**src/design/min_tracking_stack_defines.svh**
```systemverilog
// Assertion macros for the min-tracking stack.
`ifndef MIN_TRACKING_STACK_DEFINES_SVH
`define MIN_TRACKING_STACK_DEFINES_SVH

// Same-cycle implication, checked on every rising edge outside reset.
`define MTS_ASSERT_NOW(lbl, ante, cons) \
  lbl: assert property (@(posedge clk) disable iff (rst) (ante) |-> (cons)) \
    else $error("min_tracking_stack: check failed");

// Next-cycle implication.
`define MTS_ASSERT_NEXT(lbl, ante, cons) \
  lbl: assert property (@(posedge clk) disable iff (rst) (ante) |=> (cons)) \
    else $error("min_tracking_stack: check failed");

`endif

```
**src/design/mts_pkg.sv**
```systemverilog
package mts_pkg;

  localparam int unsigned OUT_W   = 32;
  localparam int unsigned DEPTH_W = 9;

  typedef enum logic [1:0] {
    OP_PUSH = 2'd0,
    OP_POP  = 2'd1,
    OP_PEEK = 2'd2
  } op_t;

  typedef enum logic [1:0] {
    ST_OK        = 2'd0,
    ST_OVERFLOW  = 2'd1,
    ST_UNDERFLOW = 2'd2
  } status_t;

  typedef struct packed {
    logic signed [OUT_W-1:0] top_value;
    logic signed [OUT_W-1:0] min_value;
    logic [DEPTH_W-1:0]      depth_used;
    logic                    is_empty;
    logic [1:0]              status;
  } result_t;

  // Core to top level: control status.
  typedef struct packed {
    logic idle;  // ready to take a request
    logic done;  // result is valid this cycle
  } core_stat_t;

endpackage

```
**src/design/mts_core.sv**
```systemverilog
module mts_core #(
  parameter int unsigned DEPTH = 256,
  parameter int unsigned WIDTH = 32,
  parameter int unsigned AW    = $clog2(DEPTH),
  parameter int unsigned CW    = $clog2(DEPTH + 1)
) (
  input  logic                            clk,
  input  logic                            rst,
  input  logic                            start,
  input  logic [1:0]                      operation,
  input  logic signed [mts_pkg::OUT_W-1:0] value,
  // element store
  output logic                            e_we,
  output logic [AW-1:0]                   e_waddr,
  output logic [WIDTH-1:0]                e_wdata,
  output logic [AW-1:0]                   e_raddr,
  input  logic [WIDTH-1:0]                e_rdata,
  // minimum store: {value, count}
  output logic                            m_we,
  output logic [AW-1:0]                   m_waddr,
  output logic [WIDTH+CW-1:0]             m_wdata,
  output logic [AW-1:0]                   m_raddr,
  input  logic [WIDTH+CW-1:0]             m_rdata,
  output mts_pkg::result_t                res,
  output mts_pkg::core_stat_t             stat
);

  typedef enum logic {IDLE, POP_WAIT} state_t;

  state_t                  state, state_next;
  logic [CW-1:0]           ep, ep_next;
  logic [CW-1:0]           mp, mp_next;
  logic signed [WIDTH-1:0] top_q, top_next;
  logic signed [WIDTH-1:0] mval_q, mval_next;
  logic [CW-1:0]           mcnt_q, mcnt_next;
  logic                    drop_q, drop_next;
  logic                    done;
  logic [1:0]              status_next;
  logic signed [WIDTH-1:0] v_w;

  assign v_w     = WIDTH'(value);
  // Entry below the top: needed only after a pop.
  assign e_raddr = AW'(ep - CW'(2));
  assign m_raddr = AW'(mp - CW'(2));

  always_comb begin
    state_next  = state;
    ep_next     = ep;
    mp_next     = mp;
    top_next    = top_q;
    mval_next   = mval_q;
    mcnt_next   = mcnt_q;
    drop_next   = drop_q;
    done        = 1'b0;
    status_next = mts_pkg::ST_OK;
    e_we        = 1'b0;
    e_waddr     = AW'(ep);
    e_wdata     = v_w;
    m_we        = 1'b0;
    m_waddr     = AW'(mp);
    m_wdata     = {v_w, CW'(1)};

    case (state)
      IDLE: begin
        if (start) begin
          case (operation)
            mts_pkg::OP_PUSH: begin
              done = 1'b1;
              if (ep == CW'(DEPTH)) begin
                status_next = mts_pkg::ST_OVERFLOW;
              end else begin
                e_we     = 1'b1;
                top_next = v_w;
                ep_next  = ep + CW'(1);
                if (mp == '0 || v_w < mval_q) begin
                  m_we      = 1'b1;
                  mval_next = v_w;
                  mcnt_next = CW'(1);
                  mp_next   = mp + CW'(1);
                end else if (v_w == mval_q) begin
                  mcnt_next = mcnt_q + CW'(1);
                  m_we      = 1'b1;
                  m_waddr   = AW'(mp - CW'(1));
                  m_wdata   = {mval_q, mcnt_next};
                end
              end
            end
            mts_pkg::OP_POP: begin
              if (ep == '0) begin
                done        = 1'b1;
                status_next = mts_pkg::ST_UNDERFLOW;
              end else begin
                ep_next    = ep - CW'(1);
                drop_next  = 1'b0;
                state_next = POP_WAIT;
                if (mp != '0 && top_q == mval_q) begin
                  if (mcnt_q == CW'(1)) begin
                    mp_next   = mp - CW'(1);
                    drop_next = 1'b1;
                  end else begin
                    mcnt_next = mcnt_q - CW'(1);
                    m_we      = 1'b1;
                    m_waddr   = AW'(mp - CW'(1));
                    m_wdata   = {mval_q, mcnt_next};
                  end
                end
              end
            end
            default: begin
              done = 1'b1;
            end
          endcase
        end
      end
      POP_WAIT: begin
        done       = 1'b1;
        state_next = IDLE;
        top_next   = e_rdata;
        if (drop_q && mp != '0) begin
          mval_next = m_rdata[WIDTH+CW-1:CW];
          mcnt_next = m_rdata[CW-1:0];
        end
      end
      default: begin
        state_next = IDLE;
      end
    endcase
  end

  always_comb begin
    res.top_value  = (ep_next == '0) ? '0 : mts_pkg::OUT_W'(top_next);
    res.min_value  = (mp_next == '0) ? '0 : mts_pkg::OUT_W'(mval_next);
    res.depth_used = mts_pkg::DEPTH_W'(ep_next);
    res.is_empty   = (ep_next == '0);
    res.status     = status_next;
    stat.idle      = (state == IDLE);
    stat.done      = done;
  end

  always_ff @(posedge clk) begin
    if (rst) begin
      state  <= IDLE;
      ep     <= '0;
      mp     <= '0;
      drop_q <= 1'b0;
    end else begin
      state  <= state_next;
      ep     <= ep_next;
      mp     <= mp_next;
      drop_q <= drop_next;
    end
    top_q  <= top_next;
    mval_q <= mval_next;
    mcnt_q <= mcnt_next;
  end

endmodule

```
**config.mk**
```make
export PLATFORM = sky130hd
export DESIGN_NAME = mts_core
export DESIGN_NICKNAME = d
export VERILOG_FILES = /design/src/design/min_tracking_stack_defines.svh /design/src/design/mts_pkg.sv /design/src/design/mts_core.sv
export SDC_FILE = /design/constraint.sdc
export NUM_CORES = 1
export LEC_CHECK = 0
export BUFFER_PORTS_ARGS = -buffer_cell sky130_fd_sc_hd__buf_2
export CAP_MARGIN = 20
export CORE_UTILIZATION = 40
export CTS_CLUSTER_DIAMETER = 120
export DETAILED_ROUTE_END_ITERATION = 8
export PLACE_DENSITY = 0.76
export SLEW_MARGIN = 20
export SYNTH_ARGS = -nofsm -noshare
export SYNTH_HDL_FRONTEND = slang
export SYNTH_SLANG_ARGS = --single-unit
```
**constraint.sdc**
```tcl
create_clock -name clk -period 4.5 [get_ports clk]
set_clock_uncertainty 0.1 [all_clocks]
set_input_delay 0.675 -clock clk [delete_from_list [all_inputs] [get_ports clk]]
set_output_delay 0.675 -clock clk [all_outputs]
set_load 0.1 [all_outputs]
```
# Yosys cells after proc, flatten, opt, wreduce, memory -nomap -nowiden
# Index checks and enable logic that the tools add are counted.
classes:
  bitwise_logic: 2
  magnitude_cmp: 1
  div: 0
  n_reduce_logical: 11
  shift: 0
  eq_ne: 13
  muxes: 81
  addsub: 8
  multipliers: 0
ops:
  columns: ["op", "count"]
  rows:
  - ["2-to-1 mux 41 bit", 8]
  - ["2-to-1 mux 32 bit", 10]
  - ["2-to-1 mux 9 bit", 19]
  - ["one-hot mux 32 bit (2 select lines)", 2]
  - ["one-hot mux 41 bit (2 select lines)", 1]
  - ["one-hot mux 9 bit (2 select lines)", 4]
  - ["equality test 32 bit", 2]
  - ["2-to-1 mux 8 bit", 8]
  - ["zero test 9 bit", 4]
  - ["less-than comparator 32 bit", 1]
  - ["adder 9 x 1 -> 9 bit, second input constant", 3]
  - ["subtractor 9 x 1 -> 9 bit, second input constant", 3]
  - ["2-to-1 mux 1 bit", 21]
  - ["one-hot mux 8 bit (2 select lines)", 1]
  - ["subtractor 8 x 2 -> 8 bit, second input constant", 2]
  - ["!= test 3 bit, second input constant", 4]
  - ["equality test 9 x 1 -> 1 bit, second input constant", 1]
  - ["equality test 9 bit, second input constant", 1]
  - ["nonzero test 9 bit", 1]
  - ["AND reduction 8 bit", 1]
  - ["2-to-1 mux 2 bit", 3]
  - ["one-hot mux 1 bit (2 select lines)", 3]
  - ["!= test 4 bit, second input constant", 1]
  - ["one-hot mux 2 bit (2 select lines)", 1]
  - ["9 further kinds", 11]
word_totals:
  latch_bits: 0
  ram_bits: 0
  reg_bits: 93
  rom_bits: 0
  out_inout_bits: 185
  wordCells: 123
  n_memories: 0
  in_bits: 110

# Depth between registers and ports, before layout
depth:
  ltp_word: 9
  mapped_depth: 16
  ltp_nobuf: 12

# Least setup slack after synthesis
# No wires, ideal clock.
synth_path:
  path_type: "reg2out"
  start: "register ep[1]"
  end: "output port res[66] (netlist bit)"
  required_ps: 3725
  path_buffers: 1
  path_stages_with_launch: 14
  arrival_ps: 6735
  setup_slack_ps: -3010
  cell_sequence: "dfxtp_1 > inv_1 > ha_1 > nor3b_1 > nand3_1 > and3_1 > a31oi_1 > nor2_1 > xnor2_1 > nor4_1 > nand3_1 > nor4_2 > clkbuf_1 > a21oi_1"
synth_lines:
  columns: ["element", "line_no", "text"]
  rows:
  - ["from (decl)", "mts_core.sv:31", "logic [CW-1:0] ep, ep_next;"]
  - ["from (signal assigned)", "mts_core.sv:148", "ep <= ep_next;"]
  - ["to (decl)", "mts_core.sv:24", "output mts_pkg::result_t res,"]

==> summary.txt <==
Die height - 142 um
Most frequent CP cell - buf_12
CP Class - register to output port
MaxCap Viol Count - 0
Post-synth EDFFs - 9
Initial Util - 0.414
First-pass GRT wire length - 54400 um
Setup violators final - 72
I/O pin count - 295
CTS max path bufs - 2
Overall Global Routing Usage - 0.351
Synthesized area per cell - 7.25 sq um
Worst EP required - 3720 ps
Asr flop ratio synth - 0
Relative slew slack - 0.459
Peak supply drop - 0.000694 V
Largest net degree at the start of global routing - 56
Failing checks - negative setup slack
Synth warn - 0
Fmax achieved - 203 MHz
CP max stage cell - o31ai_4
Most common cell after layout, fill and taps aside - buf_2
Final #Nets - 1633
Tmin final - 4940 ps
Crit-path cells - inv_4 > ha_4 > a21oi_4 > nand2_2 > a221o_1 > o31a_1 > o31ai_4 > buf_6 > a41o_1 > o311a_1 > nand4b_1 > nor4_4 > buf_4 > buf_12 > nor3_4 > buf_12
Placed cell areas - 12600 sq um
Beginning of the critical path - mval_q[14]$_DFF_P_
Critical Path Source Type - register
Critical Path Fanout Max - 8
Synthesis-to-finish area growth - 87.1%
CP Capture Type - output port
Final Max Slew Viols - 0
Most frequent cells in the layout - 196 x buf_2, 162 x buf_4, 119 x nand2_1
Filler instances - 1233
Clock Sinks - 93
Fin crit share - 1.10
Worst slack at placement - -545 ps
Remaining routing DRC violations - 0
CP peak stage delay - 480 ps
Design Power - 7780 uW
Leakage - 0.00652 uW
Predominant post-synthesis flop cell - dfxtp_1
Setup TNS - -17260 ps
Drt first pass iters - 8
Mapped Nets - 1241
Mapped cell area - 7870 sq um
Tightest Pin Transition - 811 ps
Post-DR vias/cell - 5.92
Core area - 19000 sq um
PwrDens - 528 nW/um^2
TritonCTS buffer count - 9
Placer Congestion - 0.975
Critical path's top delay family - compound AO/OA/AOI/OAI gates
Startpoint of the worst register-to-register path - mval_q[14]$_DFF_P_
Clk Latency, worst-skew pair - 360 ps
Gate Count Post-Synth - 1086
Post-CTS Hold Buffers - 0
Hold Crit Class - register to register
Die width - 142 um
Port Buffer Count - 294
Hold Vio Cnt, Final - 0
Cell area after layout - 14700 sq um
Vias in the first global route - 9880
Final setup margin - -438 ps
Placed cell count - 1685
Sequential area share after synthesis - 0.248
Worst hold start - drop_q$_SDFFE_PP0P_
1st-iter DRT viols - 881
Drt total wl - 39200 um
DIE AREA - 20200 sq um
#FFs+latches synth - 93
RSZ-0062 raised after global routing - yes
Initial antenna violation count - 2
Dpl hpwl - 25500 um
Rows - 50
Via count - 10323
Cell Count, Final, Fillers Out - 1745
Data arrival, critical path - 4160 ps
H-tree depth - 3
WP buf/inv - 5
Post-synthesis cell type count - 69
TritonCTS clock tree - done
Share of cells above drive strength 1 - 0.539
Clk root buf - clkbuf_16
Grt ovf - 0
Final ANT Viol Nets - 0
Clk slew on worst S/H paths - 80 ps
Status - complete, but fails checks
Routed len/inst - 22.5 um
cell usage after synthesis (3+ instances only):
cell type,instances,area share
nand2_1,155,0.074
o31ai_1,4,0.0038
nand3_1,19,0.012
o22a_1,3,0.0033
nor2b_1,33,0.026
and3_1,11,0.0087
mux2i_1,26,0.033
a22oi_1,7,0.0067
or3_1,5,0.0040
nor4_1,14,0.011
edfxtp_1,9,0.034
clkbuf_1,51,0.024
nand4_1,20,0.016
nor3_1,23,0.015
and2_1,4,0.0032
dfxtp_1,84,0.21
o21ai_0,87,0.055
ha_1,45,0.072
nor2_1,72,0.034
o21ai_1,5,0.0032
nor4_2,3,0.0048
buf_2,8,0.0051
a31oi_1,8,0.0064
o22ai_1,33,0.026
buf_4,48,0.046
inv_1,57,0.027
a21oi_1,93,0.059
xnor2_1,49,0.055
xor2_1,19,0.021
nand2b_1,7,0.0056
a221o_1,4,0.0051
a21o_1,35,0.033
final cells by class:
cell class	count	area [sq um]	area share
tap	260	325	0.0221
antenna	2	5.00	0.000340
inverter	59	255	0.0173
timing repair buffer	489	4630	0.314
clock buffer	12	256	0.0174
multi-input combinational	826	7230	0.491
sequential	93	2010	0.136
clock inverter	4	28.8	0.00195
worst register-to-register path, stage by stage (launching register included):
cell	delay, ps
dfxtp_2	360
inv_4	50
ha_4	250
a21oi_4	170
nand2_2	110
a221o_1	360
o31a_1	340
o31ai_4	480
buf_4	200
buf_4	150
nand2b_2	110
nand2b_1	190
buf_4	230
o22ai_1	360
buf_4	180
nor2_1	30
stage by stage:
step           hold slack [ps]   util
3_5_place_dp               376  0.662
4_1_cts                    385  0.732
6_report                   388  0.775
5_1_grt                    402  0.774
2_1_floorplan              349      -
3_3_place_gp               369  0.662
layer usage:
metal / vias to the layer above / global-route usage / part of all wire
met4: 0 / 0.189 / 0.055
met2: 737 / 0.595 / 0.48
li1: 4558 / - / -
met5: - / 0 / 0
met3: 152 / 0.0626 / 0.092
met1: 4876 / 0.420 / 0.37
where the power goes:
group	internal (uW)	total, uW	leakage [uW]	switching (uW)
sequential	1080	1280	0.000788	202
combinational	1870	5700	0.00559	3830
clock	410	797	0.000144	387
total	3360	7780	0.00652	4420
registers in the layout (all words and copies together) (netlist names):
register  cells
mval_q       32
top_q        32
ep            9
mcnt_q        9
mp            9
drop_q        1
state         1
what timing repair did:
item,CTS,global route
setup buffers,21,18
setup endpoints to repair,96,111
resized for setup,208,150
gates cloned,4,3
pin swaps,39,78
path summary, 6_finish.rpt:
path	to	slack [ps]	depth (start not counted)
setup / recovery	res[40]	-440	16
hold / removal	drop_q$_SDFFE_PP0P_	390	2
setup reg to reg	mval_q[28]$_DFF_P_	720	15
hold reg to reg	drop_q$_SDFFE_PP0P_	390	2
kinds of logic (layout without fill, tap and decap cells):
family	count (synthesis)	after routing	share of synthesized area
simple gates	383	384	0.236
compound gates	301	301	0.228
buf+inv	168	564	0.105
flops	93	93	0.248
xor+xnor	68	68	0.0756
fa+ha+maj	45	45	0.0715
mux	28	28	0.0359
other cells	0	2	0
Power figures use the tool's default switching activity.
